`src/design/tlv_element_header_encoder_assert.svh`:
```
// ----------------------------------------------------------------------------
// TLV element header encoder assertion macros
// Shared concurrent assertion forms used by the encoder modules.
// ----------------------------------------------------------------------------
`ifndef TLV_ELEMENT_HEADER_ENCODER_ASSERT_SVH
`define TLV_ELEMENT_HEADER_ENCODER_ASSERT_SVH

// Same-cycle implication, sampled on clk_i, disabled while rst_ni is low.
`define TLV_ASSERT_NOW(lbl, ante, cons, msg) \
  lbl: assert property (@(posedge clk_i) disable iff (!rst_ni) (ante) |-> (cons)) \
    else $error(msg);

// Next-cycle implication, sampled on clk_i, disabled while rst_ni is low.
`define TLV_ASSERT_NEXT(lbl, ante, cons, msg) \
  lbl: assert property (@(posedge clk_i) disable iff (!rst_ni) (ante) |=> (cons)) \
    else $error(msg);

`endif

```
`src/design/tlv_enc_pkg.sv`:
```
// ----------------------------------------------------------------------------
// TLV encoder package
// Types, codes and the VAR-NUMBER encoding function shared by the encoder.
// ----------------------------------------------------------------------------
package tlv_enc_pkg;

  // Operation codes.
  localparam logic [1:0] OpHeader  = 2'd0;
  localparam logic [1:0] OpInteger = 2'd1;
  localparam logic [1:0] OpRestart = 2'd2;

  // Result status codes.
  localparam logic [1:0] StatusByte    = 2'd0;
  localparam logic [1:0] StatusNoFit   = 2'd1;
  localparam logic [1:0] StatusRestart = 2'd2;

  localparam logic [15:0] CapacityReset = 16'd8192;
  localparam logic [7:0]  Mark2         = 8'd253;
  localparam logic [7:0]  Mark4         = 8'd254;
  localparam logic [7:0]  OneByteLimit  = 8'd253;

  localparam int unsigned MaxBytes = 10;
  localparam int unsigned CountW   = 4;

  typedef struct packed {
    logic [1:0]  op;
    logic [30:0] elem_type;
    logic [31:0] length;
    logic [31:0] value;
  } in_item_t;

  typedef struct packed {
    logic [7:0] data_byte;
    logic [1:0] status;
    logic       last;
  } out_item_t;

  // One queued element: its bytes in memory order (entry 0 leaves first).
  typedef struct packed {
    logic [MaxBytes-1:0][7:0] bytes;
    logic [CountW-1:0]        count;
    logic [1:0]               status;
  } desc_t;

  typedef struct packed {
    logic [4:0][7:0] bytes;
    logic [2:0]      len;
  } vn_t;

  function automatic vn_t varnum(logic [31:0] v);
    vn_t r;
    r.bytes = '0;
    if (v < {24'd0, OneByteLimit}) begin
      r.bytes[0] = v[7:0];
      r.len      = 3'd1;
    end else if (v[31:16] == 16'd0) begin
      r.bytes[0] = Mark2;
      r.bytes[1] = v[15:8];
      r.bytes[2] = v[7:0];
      r.len      = 3'd3;
    end else begin
      r.bytes[0] = Mark4;
      r.bytes[1] = v[31:24];
      r.bytes[2] = v[23:16];
      r.bytes[3] = v[15:8];
      r.bytes[4] = v[7:0];
      r.len      = 3'd5;
    end
    return r;
  endfunction

endpackage

```
`src/design/tlv_enc_front.sv`:
```
// ----------------------------------------------------------------------------
// TLV encoder front end
// Accepts items, builds the element bytes and keeps the free-space count.
// ----------------------------------------------------------------------------
module tlv_enc_front (
  input  logic                  clk_i,
  input  logic                  rst_ni,
  input  logic                  cfg_we_i,
  input  logic [15:0]           cfg_wdata_i,
  input  logic                  in_valid_i,
  output logic                  in_ready_o,
  input  tlv_enc_pkg::in_item_t in_data_i,
  input  logic                  q_full_i,
  output logic                  q_push_o,
  output tlv_enc_pkg::desc_t    q_data_o
);

  logic [15:0] capacity_q, capacity_d;
  logic [15:0] free_q, free_d;

  logic                        in_fire;
  tlv_enc_pkg::vn_t            type_vn;
  tlv_enc_pkg::vn_t            sec_vn;
  logic [tlv_enc_pkg::CountW-1:0] total;
  logic                        fits;
  logic [tlv_enc_pkg::MaxBytes*8-1:0] packed_bytes;

  assign in_ready_o = !q_full_i;
  assign in_fire    = in_valid_i && in_ready_o;

  always_comb begin
    type_vn = tlv_enc_pkg::varnum({1'b0, in_data_i.elem_type});
    sec_vn  = '0;
    case (in_data_i.op)
      tlv_enc_pkg::OpHeader: begin
        sec_vn = tlv_enc_pkg::varnum(in_data_i.length);
      end
      tlv_enc_pkg::OpInteger: begin
        // Length byte, then the value padded to 1, 2 or 4 bytes, big-endian.
        if (in_data_i.value[31:16] != 16'd0) begin
          sec_vn.bytes[0] = 8'd4;
          sec_vn.bytes[1] = in_data_i.value[31:24];
          sec_vn.bytes[2] = in_data_i.value[23:16];
          sec_vn.bytes[3] = in_data_i.value[15:8];
          sec_vn.bytes[4] = in_data_i.value[7:0];
          sec_vn.len      = 3'd5;
        end else if (in_data_i.value[15:8] != 8'd0) begin
          sec_vn.bytes[0] = 8'd2;
          sec_vn.bytes[1] = in_data_i.value[15:8];
          sec_vn.bytes[2] = in_data_i.value[7:0];
          sec_vn.len      = 3'd3;
        end else begin
          sec_vn.bytes[0] = 8'd1;
          sec_vn.bytes[1] = in_data_i.value[7:0];
          sec_vn.len      = 3'd2;
        end
      end
      default: begin
        sec_vn = '0;
      end
    endcase
  end

  // The second part starts right after the type bytes.
  assign packed_bytes = ((tlv_enc_pkg::MaxBytes*8)'(sec_vn.bytes) << {type_vn.len, 3'b000})
                      | (tlv_enc_pkg::MaxBytes*8)'(type_vn.bytes);
  assign total = tlv_enc_pkg::CountW'(type_vn.len) + tlv_enc_pkg::CountW'(sec_vn.len);
  assign fits  = {12'd0, total} <= free_q;

  always_comb begin
    capacity_d = capacity_q;
    free_d     = free_q;
    q_push_o   = 1'b0;
    q_data_o   = '0;
    q_data_o.count = tlv_enc_pkg::CountW'(1);
    if (cfg_we_i) begin
      capacity_d = cfg_wdata_i;
    end
    if (in_fire) begin
      case (in_data_i.op)
        tlv_enc_pkg::OpRestart: begin
          free_d          = capacity_q;
          q_push_o        = 1'b1;
          q_data_o.status = tlv_enc_pkg::StatusRestart;
        end
        tlv_enc_pkg::OpHeader, tlv_enc_pkg::OpInteger: begin
          q_push_o = 1'b1;
          if (fits) begin
            free_d          = free_q - {12'd0, total};
            q_data_o.bytes  = packed_bytes;
            q_data_o.count  = total;
            q_data_o.status = tlv_enc_pkg::StatusByte;
          end else begin
            q_data_o.status = tlv_enc_pkg::StatusNoFit;
          end
        end
        default: begin
          q_push_o = 1'b0;
        end
      endcase
    end
  end

  always_ff @(posedge clk_i or negedge rst_ni) begin
    if (!rst_ni) begin
      capacity_q <= tlv_enc_pkg::CapacityReset;
      free_q     <= tlv_enc_pkg::CapacityReset;
    end else begin
      capacity_q <= capacity_d;
      free_q     <= free_d;
    end
  end

`include "tlv_element_header_encoder_assert.svh"

  `TLV_ASSERT_NEXT(a_free_only_grows_on_restart, !(in_fire && in_data_i.op == tlv_enc_pkg::OpRestart), free_q <= $past(free_q), "free space grew without a restart")
  `TLV_ASSERT_NOW(a_single_result_for_status, q_push_o && q_data_o.status != tlv_enc_pkg::StatusByte, q_data_o.count == tlv_enc_pkg::CountW'(1), "status entry with more than one result")

endmodule

```
`src/design/tlv_enc_fifo.sv`:
```
// ----------------------------------------------------------------------------
// TLV encoder element queue
// Small register queue of encoded elements between front and back end.
// ----------------------------------------------------------------------------
module tlv_enc_fifo #(
  parameter int unsigned Depth = 2
) (
  input  logic               clk_i,
  input  logic               rst_ni,
  input  logic               push_i,
  input  tlv_enc_pkg::desc_t push_data_i,
  input  logic               pop_i,
  output tlv_enc_pkg::desc_t head_o,
  output logic               empty_o,
  output logic               full_o
);

  localparam int unsigned PtrW = (Depth > 1) ? $clog2(Depth) : 1;
  localparam int unsigned CntW = $clog2(Depth + 1);

  tlv_enc_pkg::desc_t entries_q [Depth];
  logic [PtrW-1:0] wr_ptr_q, wr_ptr_d;
  logic [PtrW-1:0] rd_ptr_q, rd_ptr_d;
  logic [CntW-1:0] count_q, count_d;

  assign empty_o = (count_q == CntW'(0));
  assign full_o  = (count_q == CntW'(Depth));
  assign head_o  = entries_q[rd_ptr_q];

  always_comb begin
    wr_ptr_d = wr_ptr_q;
    rd_ptr_d = rd_ptr_q;
    count_d  = count_q;
    if (push_i) begin
      wr_ptr_d = (wr_ptr_q == PtrW'(Depth - 1)) ? '0 : wr_ptr_q + PtrW'(1);
    end
    if (pop_i) begin
      rd_ptr_d = (rd_ptr_q == PtrW'(Depth - 1)) ? '0 : rd_ptr_q + PtrW'(1);
    end
    if (push_i && !pop_i) begin
      count_d = count_q + CntW'(1);
    end else if (pop_i && !push_i) begin
      count_d = count_q - CntW'(1);
    end
  end

  always_ff @(posedge clk_i or negedge rst_ni) begin
    if (!rst_ni) begin
      wr_ptr_q <= '0;
      rd_ptr_q <= '0;
      count_q  <= '0;
    end else begin
      wr_ptr_q <= wr_ptr_d;
      rd_ptr_q <= rd_ptr_d;
      count_q  <= count_d;
    end
  end

  always_ff @(posedge clk_i) begin
    if (push_i) begin
      entries_q[wr_ptr_q] <= push_data_i;
    end
  end

`include "tlv_element_header_encoder_assert.svh"

  `TLV_ASSERT_NOW(a_count_bounded, 1'b1, count_q <= CntW'(Depth), "queue count exceeds depth")
  `TLV_ASSERT_NOW(a_no_pop_when_empty, empty_o, !pop_i, "pop from an empty queue")

endmodule

```
`src/design/tlv_enc_back.sv`:
```
// ----------------------------------------------------------------------------
// TLV encoder back end
// Sends the head element of the queue one byte per transfer.
// ----------------------------------------------------------------------------
module tlv_enc_back (
  input  logic                   clk_i,
  input  logic                   rst_ni,
  input  tlv_enc_pkg::desc_t     head_i,
  input  logic                   empty_i,
  output logic                   pop_o,
  output logic                   out_valid_o,
  input  logic                   out_ready_i,
  output tlv_enc_pkg::out_item_t out_data_o
);

  logic [tlv_enc_pkg::CountW-1:0] idx_q, idx_d;
  logic                           valid_q, valid_d;
  tlv_enc_pkg::out_item_t         out_q, out_d;
  logic                           load;
  logic                           is_last;

  assign load    = !empty_i && (!valid_q || out_ready_i);
  assign is_last = (idx_q == head_i.count - tlv_enc_pkg::CountW'(1));
  assign pop_o   = load && is_last;

  always_comb begin
    idx_d   = idx_q;
    valid_d = valid_q;
    out_d   = out_q;
    if (load) begin
      valid_d         = 1'b1;
      out_d.data_byte = head_i.bytes[idx_q];
      out_d.status    = head_i.status;
      out_d.last      = is_last;
      idx_d           = is_last ? '0 : idx_q + tlv_enc_pkg::CountW'(1);
    end else if (out_ready_i) begin
      valid_d = 1'b0;
    end
  end

  always_ff @(posedge clk_i or negedge rst_ni) begin
    if (!rst_ni) begin
      idx_q   <= '0;
      valid_q <= 1'b0;
    end else begin
      idx_q   <= idx_d;
      valid_q <= valid_d;
    end
  end

  always_ff @(posedge clk_i) begin
    out_q <= out_d;
  end

  assign out_valid_o = valid_q;
  assign out_data_o  = out_q;

`include "tlv_element_header_encoder_assert.svh"

  `TLV_ASSERT_NOW(a_index_in_element, !empty_i, idx_q < head_i.count, "byte index beyond element")

endmodule

```
`src/design/tlv_element_header_encoder.sv`:
```
// ----------------------------------------------------------------------------
// TLV element header encoder
// Encodes TLV type-length headers and integer elements as VAR-NUMBER bytes.
// ----------------------------------------------------------------------------
// An element of n bytes (n from 2 to 10) leaves as n transfers on the result
// channel, one byte per cycle while the output is ready, in final memory order;
// a restart or an element that does not fit gives a single transfer with its
// status and last set. The input side takes one item per cycle as long as the
// element queue (QueueDepth entries) has room, so the sustained rate is set by
// the byte serializer of the back end, which sends an element byte by byte and
// a restart or no-fit result as one transfer. An accepted item is queued and
// then loaded into the output register. Op 3 is accepted and produces nothing.
// The free-space count is updated when an item is accepted, so items are
// checked in order even while earlier elements are still being sent.
// A capacity write takes effect at the next restart.
module tlv_element_header_encoder #(
  parameter int unsigned QueueDepth = 2
) (
  input  logic                   clk_i,
  input  logic                   rst_ni,
  input  logic                   cfg_we_i,
  input  logic [15:0]            cfg_wdata_i,
  input  logic                   in_valid_i,
  output logic                   in_ready_o,
  input  tlv_enc_pkg::in_item_t  in_data_i,
  output logic                   out_valid_o,
  input  logic                   out_ready_i,
  output tlv_enc_pkg::out_item_t out_data_o
);

  // Element queue signals between the front and the back end.
  logic               q_push;
  logic               q_pop;
  logic               q_full;
  logic               q_empty;
  tlv_enc_pkg::desc_t q_wdata;
  tlv_enc_pkg::desc_t q_head;

  // The front end classifies each item, checks elements against the free space
  // and queues either the finished byte string or a status entry; op 3 queues nothing.
  tlv_enc_front u_front (
    .clk_i       (clk_i),
    .rst_ni      (rst_ni),
    .cfg_we_i    (cfg_we_i),
    .cfg_wdata_i (cfg_wdata_i),
    .in_valid_i  (in_valid_i),
    .in_ready_o  (in_ready_o),
    .in_data_i   (in_data_i),
    .q_full_i    (q_full),
    .q_push_o    (q_push),
    .q_data_o    (q_wdata)
  );

  tlv_enc_fifo #(
    .Depth (QueueDepth)
  ) u_fifo (
    .clk_i       (clk_i),
    .rst_ni      (rst_ni),
    .push_i      (q_push),
    .push_data_i (q_wdata),
    .pop_i       (q_pop),
    .head_o      (q_head),
    .empty_o     (q_empty),
    .full_o      (q_full)
  );

  // The back end walks through the head element and releases it from the
  // queue when its last byte moves into the output register.
  tlv_enc_back u_back (
    .clk_i       (clk_i),
    .rst_ni      (rst_ni),
    .head_i      (q_head),
    .empty_i     (q_empty),
    .pop_o       (q_pop),
    .out_valid_o (out_valid_o),
    .out_ready_i (out_ready_i),
    .out_data_o  (out_data_o)
  );

endmodule

```
`config.mk`:
```
export PLATFORM = sky130hd
export DESIGN_NAME = tlv_element_header_encoder
export DESIGN_NICKNAME = d
export VERILOG_FILES = /design/src/design/tlv_enc_pkg.sv /design/src/design/tlv_enc_front.sv /design/src/design/tlv_enc_fifo.sv /design/src/design/tlv_enc_back.sv /design/src/design/tlv_element_header_encoder.sv
export VERILOG_INCLUDE_DIRS = /design/src /design/src/design
export SDC_FILE = /design/constraint.sdc
export NUM_CORES = 1
export LEC_CHECK = 0
export BUFFER_PORTS_ARGS = -buffer_cell sky130_fd_sc_hd__buf_4
export CAP_MARGIN = 25
export CORE_MARGIN = 10
export CORE_UTILIZATION = 54
export DETAILED_ROUTE_END_ITERATION = 7
export PLACE_DENSITY_LB_ADDON = 0.1
export SYNTH_ARGS = -nofsm -noshare
export SYNTH_HDL_FRONTEND = slang
export SYNTH_HIERARCHICAL = 1
export SYNTH_SLANG_ARGS = --single-unit
```
`constraint.sdc`:
```
create_clock -name clk_i -period 5.5 [get_ports clk_i]
set_clock_uncertainty 0.2 [all_clocks]
set_input_delay 0.275 -clock clk_i [delete_from_list [all_inputs] [get_ports clk_i]]
set_output_delay 0.275 -clock clk_i [all_outputs]
set_load 0.01 [all_outputs]
```
==> results, run 1 <==
- The flow ran to the end, and the final reports show no timing, DRC or antenna violations.
- The power density of the placed cells is 433.2 nW/µm².
- In this run, synthesis inferred 183 flip-flops with an integrated enable.
- The number of nets handed over by synthesis was 1101.
- The count of final max-slew check failures came to 0.
- The wire length after detailed routing is 36840 µm.
- The standard cell core area is 21690 µm².
- The CTS root buffer is sky130_fd_sc_hd__clkbuf_16.
- The clock tree from TritonCTS is done.
- After detailed routing, the number of vias per cell comes to 6.446.
- Leaving out fill and tap cells, the most frequent cells in the layout are sky130_fd_sc_hd__edfxtp_1, sky130_fd_sc_hd__buf_4, sky130_fd_sc_hd__nor2_1, sky130_fd_sc_hd__a21oi_1, sky130_fd_sc_hd__mux2_2.
- Once detailed placement completed, the half-perimeter wirelength came to 26890 µm.
- The routed length per placed instance is 25.98 µm.
- The count of endpoints failing hold in the final timing report is 0.
- The type of the tightest min-delay check is in2reg.
- The flip-flop cell with the highest count after synthesis is sky130_fd_sc_hd__edfxtp_1.
- After synthesis the netlist holds a flip-flop and latch count of 224.
- The total negative slack is 0 ns.
- The iteration count of the initial detailed-routing pass is 6.
- Clock latency on the worst-skew pair, taken at its later pin, is 0.51 ns.
- After detailed routing, the number of remaining DRC violations is 0.
- The detail route stage leaves a number of antenna-violating nets equal to 0.
- The maximum count of clock buffers along a single path is 3.
- The share of total power dissipated in combinational logic is 0.338.
- Along the worst path, the maximum fanout reaches 21.
- Of the synthesized area, sequential elements account for 0.5501.
- Summed over all cells, the static leakage comes to 5.329 nW.
- The startpoint-to-endpoint class of the critical path is in2reg.
- Of all flip-flops after synthesis, the portion carrying an async set or reset was 0.1830.
- The number of antenna violations at the first check in global routing came to 1.
- The library cell used most frequently in the layout, excluding fill and tap cells, is sky130_fd_sc_hd__edfxtp_1.
- The part of the power in the clock network is 0.241.
- The final worst-path cycle share is 0.8837.
- The internal power of the cells totals 4.067 mW.
- Averaged over all synthesized cells, the footprint is 12.20 µm².
- Excluding fillers, the count of instances in the completed layout stands at 1418.
- Max-cap violations in this run came to 0.
- Detailed routing inserted a total of 9140 vias.
- The count of cell types in the netlist is 71.
- The layout-stage area growth over the synthesis result is 18.59%.
- The total grt overflow is 0.
- The die footprint is 28290 µm².
- The reg2reg setup slack is 2.18 ns.
- The maximum number of pins on one net before global-route repair is 87.
- During I/O placement, the number of pins put on the boundary was 131.
- The number of antenna diodes in the final layout is 0.
- The DRC violation total after the first TritonRoute iteration is 1179.
- The final layout net count is 1252.
- The overall die width is 168.2 µm.
- At the worst endpoint, the required time is 5.48 ns.
- The arrival time at the worst endpoint is 4.84 ns.
- For the pin with the worst max-slew slack, the measured transition is 1.146 ns.
- The clock-pin slew of the registers on the worst-case setup and hold paths is 0.06 ns.
- At the end of routability-driven placement, the weighted congestion stood at 1.039.
- The global-route total usage across every layer is 0.2519.
- Input and output buffers added on the ports amount to 130.
- The largest voltage drop on the vdd net is 0.0002955 V.
- The endpoint class of the critical path is a register.
- In this run, placement finished with an instance count of 1352.
- The worst slew margin relative to its limit is 0.2314.
- The net switching component of the power is 2.026 mW.
- Setup violations remaining at the end of the flow were counted as 0.
- The sink count of the clock tree is 224.
- Of the total power, the share spent switching nets is 0.3325.
- The share of layout cells above drive strength 1 is 0.2882.
- The number of cells produced by synthesis is 972.
- The number of global-route vias before repair is 9161.
- The initial core utilization is 0.5468.
- The area of the mapped netlist is 11860 µm².
- For this run, the top clock speed supported by timing is 0.2058 GHz.
- The startpoint class of the critical path is a primary input.
- After floorplanning, the core was divided into 54 placement rows.
- The first global-routing pass estimated 55930 µm of wire.
- The count of warnings emitted by yosys is 6.
- The post-cts gate resize count is 0.
- Setup repair after global routing left no endpoint under its margin.
- For the finished layout, the period the worst path requires is 4.860 ns.
- Of the total power, registers draw 0.420.
- CTS built an H-tree with a depth of 1.
- The height of the die is 168.2 µm.
- The number of buffers added by the clock tree synthesis step is 25.
[cells by family (layout without fill, tap and decap cells)]
| kind of cell | Yosys count | after routing | share of synthesized area |
|---|---|---|---|
| AND/OR/NAND/NOR | 257 | 257 | 0.1074 |
| flip-flops | 224 | 224 | 0.5501 |
| AO/OA/AOI/OAI | 255 | 255 | 0.1413 |
| adder cells (fa/ha/maj) | 11 | 11 | 0.01287 |
| buffers and inverters | 75 | 241 | 0.03313 |
| multiplexers | 139 | 139 | 0.1460 |
| XOR/XNOR | 11 | 11 | 0.009284 |
[worst max-delay path, cell delays in order]
cell	delay, ns
sky130_fd_sc_hd__dlygate4sd3_1	0.53
sky130_fd_sc_hd__buf_4	0.14
sky130_fd_sc_hd__nor4_1	0.40
sky130_fd_sc_hd__and4_1	0.29
sky130_fd_sc_hd__inv_2	0.06
sky130_fd_sc_hd__nor2_4	0.10
sky130_fd_sc_hd__inv_1	0.18
sky130_fd_sc_hd__fa_1	0.47
sky130_fd_sc_hd__xor2_1	0.17
sky130_fd_sc_hd__ha_1	0.33
sky130_fd_sc_hd__nor2b_1	0.17
sky130_fd_sc_hd__o21a_2	0.24
sky130_fd_sc_hd__nor4_4	0.53
sky130_fd_sc_hd__nor2_1	0.30
sky130_fd_sc_hd__nand2_1	0.16
sky130_fd_sc_hd__buf_4	0.30
sky130_fd_sc_hd__o22ai_1	0.16
[state kept, by name, summed over array words and instances (netlist names)]
name and cells:
u_back/idx_q 4, u_fifo/wr_ptr_q 1, u_front/free_q 16, u_fifo/count_q 2, u_front/capacity_q 16, u_fifo/rd_ptr_q 1, u_back/out_data_o 11, u_fifo/entries_q 172
u_back/out_valid_o 1
[metal layers]
layer  vias to the layer above  track usage  share of wire
li1                       4071            -              -
met1                      4405       0.3463           0.41
met2                       567       0.3876           0.46
met3                        95      0.06054           0.10
met4                         2      0.07570          0.031
met5                         -            0        0.00046
[power groups by stage]
stage / combinational (mW) / sequential [mW] / clock, mW
floorplan: 1.52 / 2.46 / 0
global placement: 2.03 / 2.58 / 0
detailed placement: 2.04 / 2.60 / 0
CTS: 2.06 / 2.56 / 1.49
global route: 2.21 / 2.60 / 1.57
finish: 2.06 / 2.56 / 1.47
[timing repair]
action,CTS,global route
setup buffers,0,0
hold buffers,24,0
hold endpoints to repair,71,0
[cells in the mapped netlist, drive strengths merged, types with 15 or more instances]
master / n / area share
nor4: 18 / 0.011
edfxtp: 183 / 0.46
o22ai: 35 / 0.018
buf: 39 / 0.022
nand2: 56 / 0.019
nor3: 24 / 0.012
a21oi: 77 / 0.032
o21ai: 41 / 0.019
inv: 20 / 0.0063
a22oi: 20 / 0.013
clkbuf: 16 / 0.0051
mux2i: 29 / 0.024
mux2: 102 / 0.11
nor2: 97 / 0.032
o211ai: 15 / 0.0095
dfrtp: 39 / 0.082
nand3: 22 / 0.011
[through the flow]
step	utilization	cell area, µm²	total power, mW	setup slack, ns	hold WS (ns)
final	0.6485	14060	6.093	0.6398	0.001311
after global routing	0.6485	14060	6.388	0.4605	0.02033
after CTS	0.6485	14060	6.115	0.7472	0.002799
after detailed placement	0.6044	13110	4.634	0.5687	0.1045
after global placement	0.6044	13110	4.605	0.6176	0.1004
after floorplan	-	11860	3.983	1.138	-0.2206
[worst paths after layout]
check	from	to	cells past startpoint
min in group asynchronous	rst_ni	u_front/capacity_q[5]	2
max in group asynchronous	rst_ni	u_fifo/rd_ptr_q	2
min	in_data_i[90]	u_fifo/entries_q[1][16]	2
max	in_data_i[81]	u_fifo/entries_q[1][59]	17
max reg2reg	u_fifo/count_q[1]	u_fifo/entries_q[1][21]	6
min reg2reg	u_fifo/count_q[1]	u_fifo/count_q[1]	1
[area by class of cell]
| cell class | instances | area (µm²) |
|---|---|---|
| clock buffer | 33 | 665.6 |
| clock inverter | 9 | 50.05 |
| multi-input combinational | 673 | 4954 |
| sequential | 224 | 6529 |
| fill | 1718 | 7624 |
| inverter | 20 | 75.07 |
| timing repair buffer | 179 | 1441 |
| tap | 280 | 350.3 |
Power figures use the tool's default switching activity.
==> inputs of run 2 (changes only) <==
--- a/config.mk
+++ b/config.mk
@@ -9,7 +9,7 @@
 export BUFFER_PORTS_ARGS = -buffer_cell sky130_fd_sc_hd__buf_4
 export CAP_MARGIN = 25
 export CORE_MARGIN = 10
-export CORE_UTILIZATION = 54
+export CORE_UTILIZATION = 45
 export DETAILED_ROUTE_END_ITERATION = 7
 export PLACE_DENSITY_LB_ADDON = 0.1
 export SYNTH_ARGS = -nofsm -noshare
==> run 2 against run 1 <==
Compared with the run above:
- non-clock buffer count increased by 35
- worst setup slack got worse by 0.038 ns
- die area increased by 18%
- clock-buffer cell count decreased by 1
- clock power increased by 10%
- combinational power increased by 2%
- cell count increased by 6.6%
==> results, run 2 (same netlist as run 1, synthesis figures left out) <==
- The flow ran to the end, and the final reports show no timing, DRC or antenna violations.
- At the worst endpoint, the required time is 5.53 ns.
- After clock tree synthesis, the clock-pin slew on the worst setup and hold paths is 0.05 ns.
- The post-placement setup slack is 0.5707 ns.
- The library cells used most frequently in the layout, excluding fill and tap cells, are sky130_fd_sc_hd__edfxtp_1, sky130_fd_sc_hd__buf_4, sky130_fd_sc_hd__nor2_1, sky130_fd_sc_hd__a21oi_1, sky130_fd_sc_hd__mux2_2.
- The worst hold path begins at in_data_i[67].
- For this design the top-level I/O count stands at 131.
- After detailed routing, the number of remaining DRC violations is 0.
- The first detailed-routing pass ran for 8 iterations.
- For flop-to-flop paths, the worst setup slack is 2.14 ns.
- The worst-margin pin slew is 1.022 ns.
- The fill cell instance count of the final layout is 2243.
- The number of cells traversed by the worst hold path is 3.
- The flip-flop count of the largest register after layout is 172.
- The startpoint class of the critical path is a primary input.
- The detailed-route wire length on metal 1 is 16030 µm.
- After detailed placement, the design holds a cell count of 1412.
- The post-route antenna net violation count is 0.
- Across the VDD grid, the largest voltage drop is 0.0002786 V.
- The worst slew margin relative to its limit is 0.3147.
- The count of port buffers added during placement is 130.
- Setup repair after global routing left no endpoint under its margin.
- Max-cap violations in this run came to 0.
- The count of final max-slew check failures was 0.
- The number of antenna violations at the first check in global routing is 0.
- The DRC violation total after the first TritonRoute iteration is 1104.
- Entering global routing, the biggest net connects 49 pins.
- The CTS root buffer is sky130_fd_sc_hd__clkbuf_16.
- The maximum count of clock buffers along a single path is 3.
- Of the available clock period, the critical path in the final layout requires 0.8905.
- The HPWL reported at the end of detailed placement is 27750 µm.
- The site row count is 59.
- The total grt overflow is 0.
- Summed over all nets, wire length on met2 after detailed routing comes to 17340 µm.
- The later pin in the worst-skew pair is clocked with a latency of 0.55 ns.
- Based on the critical path, the design can be clocked at up to 0.2042 GHz.
- The number of H-tree branching levels is 1.
- The total leakage power is 5.513 nW.
- In the final layout, the share of cells above drive strength 1 is 0.2838.
- The routed length per placed instance is 25.22 µm.
- Clock tree synthesis found a total of 224 sinks.
- Summing all multi-input logic gate instances after layout gives 4954 µm².
- The startpoint identified for the worst register-to-register timing path is u_fifo/rd_ptr_q.
- The count of endpoints failing hold in the final timing report is 0.
- Ranked by flip-flop count, first place goes to u_fifo/entries_q.
- Adding up every negative setup slack in the final design gives 0 ns.
- The standard cell core area is 25980 µm².
- The number of global-route vias before repair was 9197.
- Subtracting the final worst setup slack from the clock period gives 4.898 ns.
- The total number of vias is 9209.
- Summed over all layers, the routed wires come to 38140 µm.
- In this run the critical register-to-register path is captured at u_fifo/count_q[1].
- The startpoint-to-endpoint class of the critical path is in2reg.
- The initial core utilization is 0.4564.
- The worst-path maximum fanout is 13.
- The number of gates resized after CTS was 0.
- Once layout is complete, the utilization of the core stands at 0.5586.
- At the end of the flow, the number of nets in the layout was 1287.
- The clock tree from TritonCTS is done.
- The first-pass GRT wire length is 56840 µm.
- The number of cells on the worst reg-to-reg path is 11.
- The repair_antennas step left the layout with diodes totalling 0.
- The highest routed metal layer is met4.
- In the post-route analysis, the smallest setup slack over all paths is 0.6022 ns.
- For this design the ratio of total power to cell area is 433.4 nW/µm².
- The overall die width is 182.3 µm.
- The worst hold path belongs to the class in2reg.
- Compared with the post-synthesis result, the final layout area differs by 22.40%.
- In the final layout, the registers with the most flip-flops are u_fifo/entries_q x172, u_front/capacity_q x16, u_front/free_q x16.
- The routed length on met3 is 3637 µm.
- The library cell used most frequently in the layout, excluding fill and tap cells, is sky130_fd_sc_hd__edfxtp_1.
- Data on the critical path arrives at its endpoint at 4.93 ns.
- Buffers inserted during clock tree synthesis total 25.
- At the end of routability-driven placement, the weighted congestion stood at 0.9928.
- The floorplan step defined a die boundary enclosing 33250 µm².
- STA classifies the critical path endpoint as a register.
- The height of the die is 182.3 µm.
- The count of endpoints failing setup in the final report is 0.
- The worst-case hold path end point is u_fifo/entries_q[1][9].
- The sequential cells in the finished layout cover a total of 6529 µm².
- The non-filler instance count after layout is 1512.
- The routed via count divided by cell count is 6.091.
- Across every metal layer, demand over resource in global routing totals 0.2195.
## run 2: metal layers
metal / GRT usage / vias up
li1: - / 4128
met1: 0.2976 / 4479
met2: 0.3433 / 510
met3: 0.05401 / 92
met4: 0.05923 / 0
met5: 0 / -
## run 2: worst max-delay path by stage
stage                   from                 endpoint  slack, ns  cells after the start
2_1_floorplan  in_data_i[24]  u_fifo/entries_q[0][32]       1.14                     17
3_3_place_gp   in_data_i[56]  u_fifo/entries_q[0][48]       0.61                     16
3_5_place_dp   in_data_i[56]  u_fifo/entries_q[1][48]       0.57                     16
4_1_cts        in_data_i[81]  u_fifo/entries_q[0][48]       0.77                     17
5_1_grt        in_data_i[81]  u_fifo/entries_q[0][48]       0.50                     17
6_report       in_data_i[81]  u_fifo/entries_q[0][21]       0.60                     16
## run 2: worst max-delay path: stages
cell and delay (ns):
sky130_fd_sc_hd__dlygate4sd3_1 0.56, sky130_fd_sc_hd__buf_4 0.14, sky130_fd_sc_hd__nor4_1 0.43, sky130_fd_sc_hd__and4_1 0.33, sky130_fd_sc_hd__inv_2 0.07, sky130_fd_sc_hd__nor2_4 0.11
sky130_fd_sc_hd__inv_1 0.18, sky130_fd_sc_hd__fa_1 0.64, sky130_fd_sc_hd__inv_1 0.07, sky130_fd_sc_hd__fa_1 0.42, sky130_fd_sc_hd__nor2b_1 0.22, sky130_fd_sc_hd__o21a_2 0.21
sky130_fd_sc_hd__or4_4 0.26, sky130_fd_sc_hd__nand3_2 0.14, sky130_fd_sc_hd__buf_4 0.26, sky130_fd_sc_hd__o32ai_1 0.60
## run 2: power breakdown
part | internal [mW] | total [mW] | switching (mW)
Sequential | 2.27 | 2.57 | 0.294
Combinational | 0.974 | 2.10 | 1.13
Clock | 0.937 | 1.62 | 0.683
Total | 4.18 | 6.29 | 2.11
## run 2: final cells by class
cell class | instances | area share
Sequential cell | 224 | 0.4498
Multi-Input combinational cell | 673 | 0.3412
Timing Repair Buffer | 214 | 0.1207
Clock buffer | 32 | 0.04491
Tap cell | 335 | 0.02887
Clock inverter | 14 | 0.009395
Inverter | 20 | 0.005172
## run 2: stage by stage
stage,instance area (µm²),power (mW),hold slack (ns)
2_1_floorplan,11860,3.983,-0.2206
3_3_place_gp,13180,4.639,0.1091
3_5_place_dp,13190,4.659,0.1066
4_1_cts,14520,6.319,0.00005129
5_1_grt,14520,6.583,0.01130
6_report,14520,6.291,0.01301
## run 2: what timing repair did
| action | CTS | global route |
|---|---|---|
| setup buffers | 0 | 0 |
| hold buffers | 54 | 0 |
| endpoints found under the hold margin | 100 | 0 |
==> inputs of run 3 (changes only) <==
--- a/config.mk
+++ b/config.mk
@@ -8,8 +8,10 @@
 export LEC_CHECK = 0
 export BUFFER_PORTS_ARGS = -buffer_cell sky130_fd_sc_hd__buf_4
 export CAP_MARGIN = 25
-export CORE_MARGIN = 10
-export CORE_UTILIZATION = 45
+export CELL_PAD_IN_SITES_DETAIL_PLACEMENT = 0
+export CELL_PAD_IN_SITES_GLOBAL_PLACEMENT = 1
+export CORE_MARGIN = 2
+export CORE_UTILIZATION = 43
 export DETAILED_ROUTE_END_ITERATION = 7
 export PLACE_DENSITY_LB_ADDON = 0.1
 export SYNTH_ARGS = -nofsm -noshare
==> run 3 against run 2 <==
Compared with the run above:
- cell count is 0.46% higher
- critical endpoint is now u_fifo/entries_q[1][32]
- critical path type unchanged
- combinational power hardly changed
- largest cell class unchanged
- clock power hardly changed
- worst setup slack better by 0.17 ns
==> results, run 3 (same netlist as run 1, synthesis figures left out) <==
- The number of global-route vias before repair was 8858.
- The largest individual stage delay along the critical path comes from the cell sky130_fd_sc_hd__or4_4.
- The cell count along the critical path is 16.
- The tool flagged a number of max-cap violations equal to 0.
- The post-route antenna net violation count is 0.
- The latest clock arrival within the worst-skew pair is 0.54 ns.
- Counting I/O delays and the setup requirement, the final critical path takes 4.728 ns.
- The iteration count of the initial detailed-routing pass is 5.
- The worst hold slack across all endpoints is 0.04318 ns.
- After global routing the overflow that remains totals 0.
- The final worst-path cycle share is 0.8596.
- TritonCTS created 26 clock buffers.
- After the last flow step, the layout net total stands at 1287.
- The final design area excluding fillers is 14540 µm².
- During I/O placement, the number of pins put on the boundary was 131.
- The clock tree from TritonCTS is done.
- Setup repair after global routing left no endpoint under its margin.
- In the layout the commonest cells are sky130_fd_sc_hd__edfxtp_1, sky130_fd_sc_hd__buf_4, sky130_fd_sc_hd__nor2_1, sky130_fd_sc_hd__a21oi_1, sky130_fd_sc_hd__mux2_2.
- The reg2reg setup slack is 2.15 ns.
- The peak per-stage delay on the critical path is 0.66 ns.
- The die is 170.1 µm wide.
- The number of antenna violations at the first check in global routing is 1.
- The share of layout cells above drive strength 1 is 0.2852.
- The routed length per placed instance is 24.09 µm.
- The startpoint class of the critical path is a primary input.
- The count of endpoints failing setup in the final report is 0.
- The number of cells traversed by the worst hold path is 3.
- The number of cells on the worst reg-to-reg path is 11.
- The first global-routing pass estimated 54950 µm of wire.
- The total number of vias is 9082.
- In this run the power density over the cells is 430.4 nW/µm².
- The routed via count divided by cell count is 5.979.
- The number of DRC violations after detailed routing is 0.
- In this run the post-CTS setup repair buffer count came out at 0.
- The startpoint-to-endpoint class of the critical path is in2reg.
- The count of endpoints failing hold in the final timing report was 0.
- For this design, the CTS-stage hold fixing added 54 buffers.
- Traced cell by cell, the critical path runs through dlygate4sd3_1 -> buf_4 -> nor4_1 -> and4_1 -> inv_2 -> nor2_4 -> inv_1 -> fa_1 -> xor2_1 -> ha_1 -> nor2b_1 -> o21a_2 -> or4_4 -> nand2_8 -> nor2_2 -> a221o_1.
- The worst-margin pin slew is 0.8951 ns.
- Port buffering added 130 buffers.
- The worst-path maximum fanout is 35.
- The worst pin sits at a relative slew slack of 0.3996.
- The number of H-tree branching levels is 1.
- The DRC violation total after the first TritonRoute iteration is 875.
- The initial core utilization is 0.4388.
- The area of placed instances is 13170 µm².
- The floorplan step defined a die boundary enclosing 28930 µm².
- The analysis attributes to cell leakage a power of 5.509 nW.
- The flow ran to the end, and the final reports show no timing, DRC or antenna violations.
- The design draws 6.256 mW.
- The standard cell core area is 27030 µm².
- The post-cts gate resize count is 0.
- The clock-pin slew of the registers on the worst-case setup and hold paths is 0.06 ns.
- The category of cells accounting for the largest share of critical-path delay is simple AND/OR/NAND/NOR gates.
- Leaving out fill and tap cells, the most frequent cell in the layout is sky130_fd_sc_hd__edfxtp_1.
- Setup total negative slack on the finished layout was measured at 0 ns.
- The arrival time at the worst endpoint is 4.81 ns.
- The maximum count of clock buffers along a single path is 3.
- The clock drives 224 sinks.
- The register with the most flip-flops in the layout has 172 of them.
- The weighted congestion reported at the end of routability-driven placement is 0.8740.
- The floorplan has 60 rows.
- The floorplan step set the die height to 170.1 µm.
- The count of final max-slew check failures is 0.
- Counting flops per register, the top entry is u_fifo/entries_q.
- VDD sags by at most 0.0003030 V.
- The largest registers in the layout are u_fifo/entries_q x172, u_front/capacity_q x16, u_front/free_q x16.
- The worst hold path belongs to the class in2reg.
- The endpoint class of the critical path is a register.
- Data on the critical path is required at its endpoint by 5.58 ns.
- Compared with the post-synthesis result, the final layout area differs by 22.56%.
- In the global route stage, overall resource usage came out at 0.2537.
- Entering global routing, the biggest net connects 52 pins.
- The antenna cell count is 0.
- Counting both buffers and inverters, the worst setup path holds a total of 4.
- The wire length after detailed routing is 36600 µm.
- The CTS root buffer is sky130_fd_sc_hd__clkbuf_16.
- After legalization and detailed placement, the total HPWL measured 26670 µm.
- The maximum operating frequency is 0.2115 GHz.
-- run 3: cell types whose count changed in the layout (fill, tap and decap cells not counted) --
cell / before / now
sky130_fd_sc_hd__buf_2: 1 / 2
sky130_fd_sc_hd__buf_4: 158 / 156
sky130_fd_sc_hd__bufinv_16: 2 / 0
sky130_fd_sc_hd__clkbuf_16: 25 / 26
sky130_fd_sc_hd__clkbuf_8: 0 / 4
sky130_fd_sc_hd__clkinv_1: 5 / 4
sky130_fd_sc_hd__clkinv_2: 4 / 1
sky130_fd_sc_hd__clkinv_8: 0 / 1
sky130_fd_sc_hd__clkinvlp_4: 0 / 2
sky130_fd_sc_hd__inv_16: 1 / 0
sky130_fd_sc_hd__inv_6: 0 / 1
-- run 3: report_power, final --
group	leakage, nW	internal [mW]	total, mW	switching, mW
Clock	0.388	0.929	1.61	0.686
Combinational	2.84	0.966	2.07	1.10
Sequential	2.28	2.27	2.57	0.301
Total	5.51	4.17	6.26	2.09
-- run 3: final timing paths --
kind	to	startpoint
hold / removal	u_fifo/entries_q[1][30]	in_data_i[72]
setup reg to reg	u_fifo/count_q[1]	u_fifo/rd_ptr_q
max in group asynchronous	u_fifo/rd_ptr_q	rst_ni
hold reg to reg	u_fifo/count_q[1]	u_fifo/count_q[1]
setup / recovery	u_fifo/entries_q[1][32]	in_data_i[82]
min in group asynchronous	u_front/capacity_q[5]	rst_ni
-- run 3: through the flow --
step / utilization / setup WS [ns] / cells
global placement: 0.4872 / 0.6785 / 1414
finish: 0.5378 / 0.7722 / 1519
CTS: 0.5374 / 0.8554 / 1517
floorplan: - / 1.138 / 972
detailed placement: 0.4874 / 0.6577 / 1415
global route: 0.5378 / 0.6517 / 1519
-- run 3: layer usage --
layer  share of wire  GRT usage  vias up  wire (µm)
li1                -          -     4144          -
met2            0.43     0.3713      427      15800
met5         0.00022          0        -          8
met1            0.46     0.3764     4441      16760
met4           0.028    0.07729        2       1028
met3           0.082    0.05581       68       3002
-- run 3: layout make-up --
type | instances | area [µm²]
clock buffer | 37 | 732.0
clock inverter | 11 | 77.57
fill | 2358 | 12490
inverter | 20 | 75.07
multi-input combinational | 673 | 4954
sequential | 224 | 6529
tap | 341 | 426.7
timing repair buffer | 213 | 1742
-- run 3: worst min-delay path: stages --
cell	delay (ns)
sky130_fd_sc_hd__buf_4	0.10
sky130_fd_sc_hd__a22oi_1	0.08
sky130_fd_sc_hd__o21ai_1	0.17
